--- src/rtl/itre_pkg.sv ---
`default_nettype none
// ----------------------------------------------------------------------------
// itre_pkg
// Types, symbol tables and digit pattern helpers for the integer to Roman
// numeral encoder.
// ----------------------------------------------------------------------------
package itre_pkg;

   localparam int VALUE_W  = 12;
   localparam int SYM_W    = 8;
   localparam int DIGIT_W  = 4;
   localparam int PLACE_W  = 2;
   localparam int POS_W    = 2;
   localparam int LEN_W    = 3;
   localparam int MULT_W   = 14;

   localparam logic [VALUE_W-1:0] MAX_VALUE = 12'd3999;
   localparam logic [PLACE_W-1:0] TOP_PLACE = 2'd3;

   localparam logic [SYM_W-1:0] SYM_NONE = 8'h00;
   localparam logic [SYM_W-1:0] SYM_I    = 8'h49;
   localparam logic [SYM_W-1:0] SYM_V    = 8'h56;
   localparam logic [SYM_W-1:0] SYM_X    = 8'h58;
   localparam logic [SYM_W-1:0] SYM_L    = 8'h4C;
   localparam logic [SYM_W-1:0] SYM_C    = 8'h43;
   localparam logic [SYM_W-1:0] SYM_D    = 8'h44;
   localparam logic [SYM_W-1:0] SYM_M    = 8'h4D;

   typedef enum logic [1:0] {
      CODE_ONE,
      CODE_FIVE,
      CODE_TEN
   } code_type;

   typedef enum logic [1:0] {
      ST_IDLE,
      ST_CHECK,
      ST_SPLIT,
      ST_EMIT
   } state_type;

   typedef struct packed {
      logic load;
      logic split;
      logic step_pos;
      logic dec_place;
      logic emit;
      logic emit_error;
   } cmd_type;

   typedef struct packed {
      logic value_bad;
      logic pat_empty;
      logic pos_at_end;
      logic rem_zero;
      logic place_zero;
      logic out_free;
   } status_type;

   function automatic logic [MULT_W-1:0] place_weight(input logic [PLACE_W-1:0] place);
      logic [MULT_W-1:0] w;
      case (place)
         2'd0:    w = 14'd1;
         2'd1:    w = 14'd10;
         2'd2:    w = 14'd100;
         default: w = 14'd1000;
      endcase
      return w;
   endfunction

   function automatic logic [LEN_W-1:0] digit_len(input logic [DIGIT_W-1:0] d);
      logic [LEN_W-1:0] n;
      case (d)
         4'd1:    n = 3'd1;
         4'd2:    n = 3'd2;
         4'd3:    n = 3'd3;
         4'd4:    n = 3'd2;
         4'd5:    n = 3'd1;
         4'd6:    n = 3'd2;
         4'd7:    n = 3'd3;
         4'd8:    n = 3'd4;
         4'd9:    n = 3'd2;
         default: n = 3'd0;
      endcase
      return n;
   endfunction

   function automatic code_type pat_code(input logic [DIGIT_W-1:0] d,
                                         input logic [POS_W-1:0]   pos);
      code_type c;
      case (d) inside
         4'd4:          c = (pos == '0) ? CODE_ONE  : CODE_FIVE;
         4'd9:          c = (pos == '0) ? CODE_ONE  : CODE_TEN;
         [4'd5:4'd8]:   c = (pos == '0) ? CODE_FIVE : CODE_ONE;
         default:       c = CODE_ONE;
      endcase
      return c;
   endfunction

   function automatic logic [SYM_W-1:0] place_sym(input logic [PLACE_W-1:0] place,
                                                  input code_type           code);
      logic [SYM_W-1:0] s;
      case (place)
         2'd0: begin
            case (code)
               CODE_ONE:  s = SYM_I;
               CODE_FIVE: s = SYM_V;
               default:   s = SYM_X;
            endcase
         end
         2'd1: begin
            case (code)
               CODE_ONE:  s = SYM_X;
               CODE_FIVE: s = SYM_L;
               default:   s = SYM_C;
            endcase
         end
         2'd2: begin
            case (code)
               CODE_ONE:  s = SYM_C;
               CODE_FIVE: s = SYM_D;
               default:   s = SYM_M;
            endcase
         end
         default: s = SYM_M;
      endcase
      return s;
   endfunction

endpackage
`default_nettype wire

--- src/rtl/itre_ctrl.sv ---
`default_nettype none
// ----------------------------------------------------------------------------
// itre_ctrl
// Sequencer for the encoder: takes a transaction, checks the range, then
// walks the decimal places and the characters of each digit pattern.
// ----------------------------------------------------------------------------
module itre_ctrl (
   input  wire                  clock,
   input  wire                  reset,
   input  wire                  req_valid,
   output logic                 req_stall,
   input  itre_pkg::status_type status,
   output itre_pkg::cmd_type    cmd
);
   import itre_pkg::*;

   state_type state_ff;
   state_type state_in;

   always_ff @(posedge clock) begin
      if (reset) begin
         state_ff <= ST_IDLE;
      end else begin
         state_ff <= state_in;
      end
   end

   always_comb begin
      state_in  = state_ff;
      cmd       = '0;
      req_stall = 1'b1;
      case (state_ff)
         ST_IDLE: begin
            req_stall = 1'b0;
            if (req_valid) begin
               cmd.load = 1'b1;
               state_in = ST_CHECK;
            end
         end
         ST_CHECK: begin
            if (status.value_bad) begin
               if (status.out_free) begin
                  cmd.emit_error = 1'b1;
                  state_in       = ST_IDLE;
               end
            end else begin
               state_in = ST_SPLIT;
            end
         end
         ST_SPLIT: begin
            cmd.split = 1'b1;
            state_in  = ST_EMIT;
         end
         ST_EMIT: begin
            if (status.pat_empty) begin
               if (status.place_zero) begin
                  state_in = ST_IDLE;
               end else begin
                  cmd.dec_place = 1'b1;
                  state_in      = ST_SPLIT;
               end
            end else if (status.out_free) begin
               cmd.emit = 1'b1;
               if (status.pos_at_end) begin
                  if (status.rem_zero || status.place_zero) begin
                     state_in = ST_IDLE;
                  end else begin
                     cmd.dec_place = 1'b1;
                     state_in      = ST_SPLIT;
                  end
               end else begin
                  cmd.step_pos = 1'b1;
               end
            end
         end
         default: begin
            state_in = ST_IDLE;
         end
      endcase
   end

endmodule
`default_nettype wire

--- src/rtl/itre_dpath.sv ---
`default_nettype none
// ----------------------------------------------------------------------------
// itre_dpath
// Remainder, place and pattern position registers, digit extraction by
// parallel compare against the place multiples, and the output register.
// ----------------------------------------------------------------------------
module itre_dpath (
   input  wire                                 clock,
   input  wire                                 reset,
   input  wire  [itre_pkg::VALUE_W-1:0]        req_value,
   input  itre_pkg::cmd_type                   cmd,
   output itre_pkg::status_type                status,
   output logic                                rsp_valid,
   input  wire                                 rsp_stall,
   output logic [itre_pkg::SYM_W-1:0]          rsp_symbol,
   output logic                                rsp_last,
   output logic                                rsp_error
);
   import itre_pkg::*;

   logic [VALUE_W-1:0] rem_ff;
   logic [VALUE_W-1:0] rem_in;
   logic [PLACE_W-1:0] place_ff;
   logic [PLACE_W-1:0] place_in;
   logic [POS_W-1:0]   pos_ff;
   logic [POS_W-1:0]   pos_in;
   logic [DIGIT_W-1:0] digit_ff;
   logic [DIGIT_W-1:0] digit_in;

   logic               valid_ff;
   logic               valid_in;
   logic [SYM_W-1:0]   symbol_ff;
   logic [SYM_W-1:0]   symbol_in;
   logic               last_ff;
   logic               last_in;
   logic               error_ff;
   logic               error_in;

   logic [MULT_W-1:0]  weight;
   logic [MULT_W-1:0]  sub;
   logic [DIGIT_W-1:0] split_digit;
   logic [LEN_W-1:0]   len;
   logic               out_free;

   assign weight   = place_weight(place_ff);
   assign len      = digit_len(digit_ff);
   assign out_free = !valid_ff || !rsp_stall;

   always_comb begin
      split_digit = '0;
      sub         = '0;
      for (int k = 1; k <= 9; k++) begin
         if ({{(MULT_W-VALUE_W){1'b0}}, rem_ff} >= MULT_W'(weight * MULT_W'(k))) begin
            split_digit = DIGIT_W'(k);
            sub         = MULT_W'(weight * MULT_W'(k));
         end
      end
   end

   always_comb begin
      status.value_bad  = (rem_ff == '0) || (rem_ff > MAX_VALUE);
      status.pat_empty  = (len == '0);
      status.pos_at_end = ({1'b0, pos_ff} == (len - LEN_W'(1)));
      status.rem_zero   = (rem_ff == '0);
      status.place_zero = (place_ff == '0);
      status.out_free   = out_free;
   end

   always_comb begin
      rem_in   = rem_ff;
      place_in = place_ff;
      pos_in   = pos_ff;
      digit_in = digit_ff;
      if (cmd.load) begin
         rem_in   = req_value;
         place_in = TOP_PLACE;
      end
      if (cmd.split) begin
         rem_in   = rem_ff - sub[VALUE_W-1:0];
         digit_in = split_digit;
         pos_in   = '0;
      end
      if (cmd.step_pos) begin
         pos_in = pos_ff + POS_W'(1);
      end
      if (cmd.dec_place) begin
         place_in = place_ff - PLACE_W'(1);
      end
   end

   always_comb begin
      valid_in  = valid_ff && rsp_stall;
      symbol_in = symbol_ff;
      last_in   = last_ff;
      error_in  = error_ff;
      if (cmd.emit) begin
         valid_in  = 1'b1;
         symbol_in = place_sym(place_ff, pat_code(digit_ff, pos_ff));
         last_in   = status.pos_at_end && status.rem_zero;
         error_in  = 1'b0;
      end else if (cmd.emit_error) begin
         valid_in  = 1'b1;
         symbol_in = SYM_NONE;
         last_in   = 1'b1;
         error_in  = 1'b1;
      end
   end

   always_ff @(posedge clock) begin
      if (reset) begin
         valid_ff <= 1'b0;
      end else begin
         valid_ff <= valid_in;
      end
   end

   always_ff @(posedge clock) begin
      rem_ff    <= rem_in;
      place_ff  <= place_in;
      pos_ff    <= pos_in;
      digit_ff  <= digit_in;
      symbol_ff <= symbol_in;
      last_ff   <= last_in;
      error_ff  <= error_in;
   end

   assign rsp_valid  = valid_ff;
   assign rsp_symbol = symbol_ff;
   assign rsp_last   = last_ff;
   assign rsp_error  = error_ff;

endmodule
`default_nettype wire

--- src/rtl/integer_to_roman_encoder_unit.sv ---
`default_nettype none
// ----------------------------------------------------------------------------
// integer_to_roman_encoder_unit
// Converts an integer from 1 to 3999 into its Roman numeral, one ASCII
// character per result transaction, most significant first; 0 and values
// above 3999 give a single error transaction.
// Sequence: the request is accepted and the range checked; then, for each
// decimal place down to the lowest nonzero digit, the digit is split off and
// its characters are emitted in turn (none for a zero digit): 15 characters
// for the numeral 3888. A bad value gives the error transaction after the
// check. Output stalls hold the sequence; no new request is taken until done.
// Reset: synchronous, active high; clears the sequencer and the output valid.
// ----------------------------------------------------------------------------
module integer_to_roman_encoder_unit (
   input  wire                           clock,
   input  wire                           reset,
   input  wire                           req_valid,
   output logic                          req_stall,
   input  wire  [itre_pkg::VALUE_W-1:0]  req_value,
   output logic                          rsp_valid,
   input  wire                           rsp_stall,
   output logic [itre_pkg::SYM_W-1:0]    rsp_symbol,
   output logic                          rsp_last,
   output logic                          rsp_error
);
   import itre_pkg::*;

   cmd_type    cmd;
   status_type status;

   itre_ctrl u_ctrl (
      .clock     (clock),
      .reset     (reset),
      .req_valid (req_valid),
      .req_stall (req_stall),
      .status    (status),
      .cmd       (cmd)
   );

   itre_dpath u_dpath (
      .clock      (clock),
      .reset      (reset),
      .req_value  (req_value),
      .cmd        (cmd),
      .status     (status),
      .rsp_valid  (rsp_valid),
      .rsp_stall  (rsp_stall),
      .rsp_symbol (rsp_symbol),
      .rsp_last   (rsp_last),
      .rsp_error  (rsp_error)
   );

endmodule
`default_nettype wire
--- config.mk ---
export PLATFORM = sky130hd
export DESIGN_NAME = integer_to_roman_encoder_unit
export DESIGN_NICKNAME = d
export VERILOG_FILES = /design/src/rtl/itre_pkg.sv /design/src/rtl/itre_ctrl.sv /design/src/rtl/itre_dpath.sv /design/src/rtl/integer_to_roman_encoder_unit.sv
export SDC_FILE = /design/constraint.sdc
export NUM_CORES = 1
export LEC_CHECK = 0
export BUFFER_PORTS_ARGS = -buffer_cell sky130_fd_sc_hd__buf_2
export CORE_AREA = 2 2 146 77
export CTS_CLUSTER_SIZE = 25
export DETAILED_ROUTE_END_ITERATION = 6
export DIE_AREA = 0 0 148 79
export PLACE_DENSITY = 0.66
export REMOVE_ABC_BUFFERS = 1
export SLEW_MARGIN = 20
export SYNTH_ARGS = -nofsm -noshare
export SYNTH_HDL_FRONTEND = slang
export SYNTH_SLANG_ARGS = --single-unit
--- constraint.sdc ---
create_clock -name clock -period 16.14 [get_ports clock]
set_input_delay 3.228 -clock clock [delete_from_list [all_inputs] [get_ports clock]]
set_output_delay 3.228 -clock clock [all_outputs]
set_load 0.005 [all_outputs]
==> summary.md <==
The first global-routing pass estimated 25,300 µm of wire. Entering global routing, the biggest net connects 28 pins. After detailed routing, the average wire length per cell comes to 22.7 µm. The share of async-settable or async-resettable flops after synthesis was 0%. The cell area that synthesis handed to floorplanning was 4650 µm². Power spread over the standard cell area amounts to 93.9 nW/µm². The run finished with clean final reports.

The total negative slack is 0 ps, and the sequential area share after synthesis is 19.2%. Compared with the post-synthesis result, the final layout area differs by 8.02%. At the pin with the least slew margin, the transition time is 930 ps. The core region is 10,500 µm². The count of yosys warnings during synthesis is 0, and the post-synthesis sequential element count is 31. The H-tree generated during clock tree synthesis spans 2 levels.

TritonCTS built the clock tree. The die covers 11,700 µm². The placed instances occupy a cell area of 4850 µm². The detail-routed via count per cell is 6.55. The longest clock path from root to sink contains 2 buffers.

Global routing used 28.7% of the available tracks across all layers. In the final layout, flip-flops and latches occupy 891 µm². In the detailed route, the total length drawn on met3 is 2390 µm. 0 antenna diodes ended up in the layout. The standby leakage power is 2.25 nW. The maximum fanout count along the critical path was 20.

The remaining antenna violation count was 0; the worst IR drop on VDD was 0.0594 mV. Top flip-flop cell by instance count after synthesis: sky130_fd_sc_hd__edfxtp_1. The placer congestion estimate was 1.02.

For the total power of the final layout, the log shows 471 µW. Cells with a size suffix above 1 make up 9.84% of the layout. The first-pass iteration count of the detailed router is 5. The total detailed-routing wirelength is 16,200 µm, and the minimum period implied by the final worst setup slack is 7360 ps.

Total setup buffers inserted after CTS: 0. Detailed routing placed a total of 5730 µm of wire on met2. Max-cap violations in this run came to 0. Clock tree synthesis selected as its root buffer the cell sky130_fd_sc_hd__clkbuf_16.

Averaged over all synthesized cells, the footprint is 8.35 µm². The initial utilization of the core area, before any placement, comes to 44.1%. The netlist uses 85 different library cells.

In the final layout, the multi-input gates occupy 3520 µm². The critical path is of the reg -> reg type. Violation count after the first detailed-routing iteration: 521. The via count of the first global-routing pass came out at 4,388.

The number of hold violations in the final report was 0. Setup repair after global routing left no endpoint under its margin. For the arrival time of the worst setup path, the log shows 7390 ps.

The worst hold path belongs to the class reg -> reg. The cell row count is 27, and the final count of pins violating max slew is 0. The number of buffers added on ports is 25, and the wire length the detailed router placed on met1 is 7820 µm. The half-perimeter wire length of the detailed placement result came out at 12,700 µm.

28 I/O pins were placed. The clock reaches the later pin of the worst-skew pair after 280 ps. The die is 148 µm wide. The tools report the number of cells produced by synthesis as 557.

The final critical path takes up 45.6% of the cycle. The detailed router used layers up to and including met5. STA puts the critical path data required time at 16,170 ps. Measured along the y axis, the die boundary spans 79 µm.

The worst setup path is captured at a register. After clock tree synthesis, the repair step resized 0 gates. In this run the tightest slew margin relative to its limit is 37.2%.

Setup violations remaining at the end of the flow were counted as 0. Clock-pin slew was measured on the worst setup and hold paths at 60 ps. The worst hold slack is 478 ps. Summed over all layers, the global routing overflow is 0.

STA classifies the critical path startpoint as a register. On the final layout, the worst clock skew is 7.30 ps. Counting the buffers created by CTS gives 5. The CTS sink count came out at 31. In this run, synthesis inferred 27 flip-flops with an integrated enable. Across all layers, the routed design uses 4,675 vias.

For the post-cts hold buffer count, the log shows 0. Initial antenna violation count: 1. For this run, design rule violations remaining after detail routing come to 0.

The layout filler cell count came out at 1,026. The tools report the fmax as 136 MHz. The run gives 5020 µm² as the area of all placed cells without fillers. Final layout net count: 668.
[worst max-delay path, stage by stage (launching register included)]
cell and delay, ps:
sky130_fd_sc_hd__edfxtp_1 470, sky130_fd_sc_hd__ha_1 810, sky130_fd_sc_hd__inv_2 420, sky130_fd_sc_hd__mux2i_1 270, sky130_fd_sc_hd__fa_1 470, sky130_fd_sc_hd__xnor2_1 260
sky130_fd_sc_hd__ha_1 310, sky130_fd_sc_hd__nand3_1 120, sky130_fd_sc_hd__or3_1 120, sky130_fd_sc_hd__a21oi_1 60, sky130_fd_sc_hd__a211oi_1 410, sky130_fd_sc_hd__nand2_1 130
sky130_fd_sc_hd__nor2_1 550, sky130_fd_sc_hd__nand2_1 210, sky130_fd_sc_hd__o31a_1 370, sky130_fd_sc_hd__ha_1 320, sky130_fd_sc_hd__o21ai_0 120, sky130_fd_sc_hd__a21bo_1 170
sky130_fd_sc_hd__a21oi_1 70, sky130_fd_sc_hd__a21o_1 200, sky130_fd_sc_hd__a21o_1 190, sky130_fd_sc_hd__a2111oi_0 650, sky130_fd_sc_hd__a211oi_2 90, sky130_fd_sc_hd__o31a_1 300
[flip-flops by register name (all words and copies together), names as in the netlist, 2 cells and up]
register	cells
u_dpath.pos_ff	2
u_dpath.digit_ff	4
u_ctrl.state_ff	2
u_dpath.place_ff	2
u_dpath.rsp_symbol	6
u_dpath.rem_ff	12
[kinds of logic after synthesis]
kind of cell    synth area share [%]
xor+xnor                        2.83
flops                           19.2
buf+inv                         5.27
fa+ha+maj                       23.1
simple gates                    19.3
other cells                   0.0807
mux                             1.10
compound gates                  29.1
[layer usage]
| layer | vias to the layer above | GRT usage [%] |
|---|---|---|
| li1 | 2149 | - |
| met1 | 2198 | 43.5 |
| met2 | 300 | 36.2 |
| met3 | 26 | 12.6 |
| met4 | 2 | 5.90 |
| met5 | - | 0 |
[worst paths after layout]
| path | cells past startpoint | slack [ps] | start | end |
|---|---|---|---|---|
| hold / removal | 2 | 480 | u_dpath.rsp_error | u_dpath.rsp_error |
| setup / recovery | 23 | 8780 | u_dpath.place_ff[0] | u_dpath.rem_ff[11] |
| setup reg to reg | 23 | 8780 | u_dpath.place_ff[0] | u_dpath.rem_ff[11] |
| hold reg to reg | 2 | 480 | u_dpath.rsp_error | u_dpath.rsp_error |
[final cells by class]
class	instances	share of cell area [%]
Multi-Input combinational cell	471	70.1
Sequential cell	31	17.7
Clock inverter	2	0.698
Tap cell	145	3.61
Inverter	33	2.47
Clock buffer	6	2.77
Timing Repair Buffer	26	2.64
[synthesized netlist by cell type, types with 3 or more instances]
library cell	n	share of area, %
sky130_fd_sc_hd__and4_1	3	0.57
sky130_fd_sc_hd__a31oi_1	12	1.6
sky130_fd_sc_hd__a21o_1	23	3.7
sky130_fd_sc_hd__o311a_1	3	0.65
sky130_fd_sc_hd__a211oi_1	8	1.3
sky130_fd_sc_hd__o21a_1	5	0.81
sky130_fd_sc_hd__a221oi_1	4	0.75
sky130_fd_sc_hd__and3_1	7	0.94
sky130_fd_sc_hd__nor2b_1	10	1.3
sky130_fd_sc_hd__xnor2_1	8	1.5
sky130_fd_sc_hd__ha_1	82	22
sky130_fd_sc_hd__a221o_1	3	0.65
sky130_fd_sc_hd__nor3_1	9	0.97
sky130_fd_sc_hd__nor3b_1	5	0.81
sky130_fd_sc_hd__nand4_1	6	0.81
sky130_fd_sc_hd__o21ai_1	3	0.32
sky130_fd_sc_hd__a311oi_1	3	0.57
sky130_fd_sc_hd__nor2_1	31	2.5
sky130_fd_sc_hd__mux2i_1	4	0.86
sky130_fd_sc_hd__a22oi_1	5	0.81
sky130_fd_sc_hd__nand3_1	19	2.0
sky130_fd_sc_hd__edfxtp_1	27	17
sky130_fd_sc_hd__clkbuf_1	12	0.97
sky130_fd_sc_hd__nand4b_1	3	0.57
sky130_fd_sc_hd__nand2b_1	8	1.1
sky130_fd_sc_hd__buf_4	6	0.97
sky130_fd_sc_hd__a21oi_1	44	4.7
sky130_fd_sc_hd__o21bai_1	3	0.48
sky130_fd_sc_hd__dfxtp_1	4	1.7
sky130_fd_sc_hd__a211o_1	3	0.57
sky130_fd_sc_hd__buf_2	4	0.43
sky130_fd_sc_hd__o21ai_0	37	4.0
sky130_fd_sc_hd__o211ai_1	8	1.3
sky130_fd_sc_hd__xor2_1	7	1.3
sky130_fd_sc_hd__inv_1	31	2.5
sky130_fd_sc_hd__nand2_1	46	3.7
[placed cells by master, fill, tap and decap left out, types with 6 or more instances in the layout]
cell / n
sky130_fd_sc_hd__ha_1: 82
sky130_fd_sc_hd__nand4_1: 6
sky130_fd_sc_hd__a31oi_1: 12
sky130_fd_sc_hd__nand2_1: 46
sky130_fd_sc_hd__xor2_1: 7
sky130_fd_sc_hd__nor3_1: 9
sky130_fd_sc_hd__nand2b_1: 8
sky130_fd_sc_hd__nand3_1: 19
sky130_fd_sc_hd__xnor2_1: 8
sky130_fd_sc_hd__and3_1: 7
sky130_fd_sc_hd__inv_1: 31
sky130_fd_sc_hd__o21ai_0: 37
sky130_fd_sc_hd__nor2_1: 30
sky130_fd_sc_hd__a21o_1: 23
sky130_fd_sc_hd__a211oi_1: 8
sky130_fd_sc_hd__buf_2: 25
sky130_fd_sc_hd__a21oi_1: 44
sky130_fd_sc_hd__edfxtp_1: 27
sky130_fd_sc_hd__nor2b_1: 10
sky130_fd_sc_hd__o211ai_1: 8
[metrics by stage]
stage,util (%),worst slack [ps],cells
after floorplan,-,10000,535
after global placement,46.0,9000,706
after detailed placement,46.0,8950,706
after CTS,47.6,8900,714
after global routing,47.6,8240,714
final,47.6,8780,714
[report_power, final]
part	switching [mW]	internal [mW]
sequential	0.0261	0.0997
clock	0.0375	0.0768
combinational	0.134	0.0971
total	0.198	0.274
No activity file was read; power rests on OpenSTA's default activity.
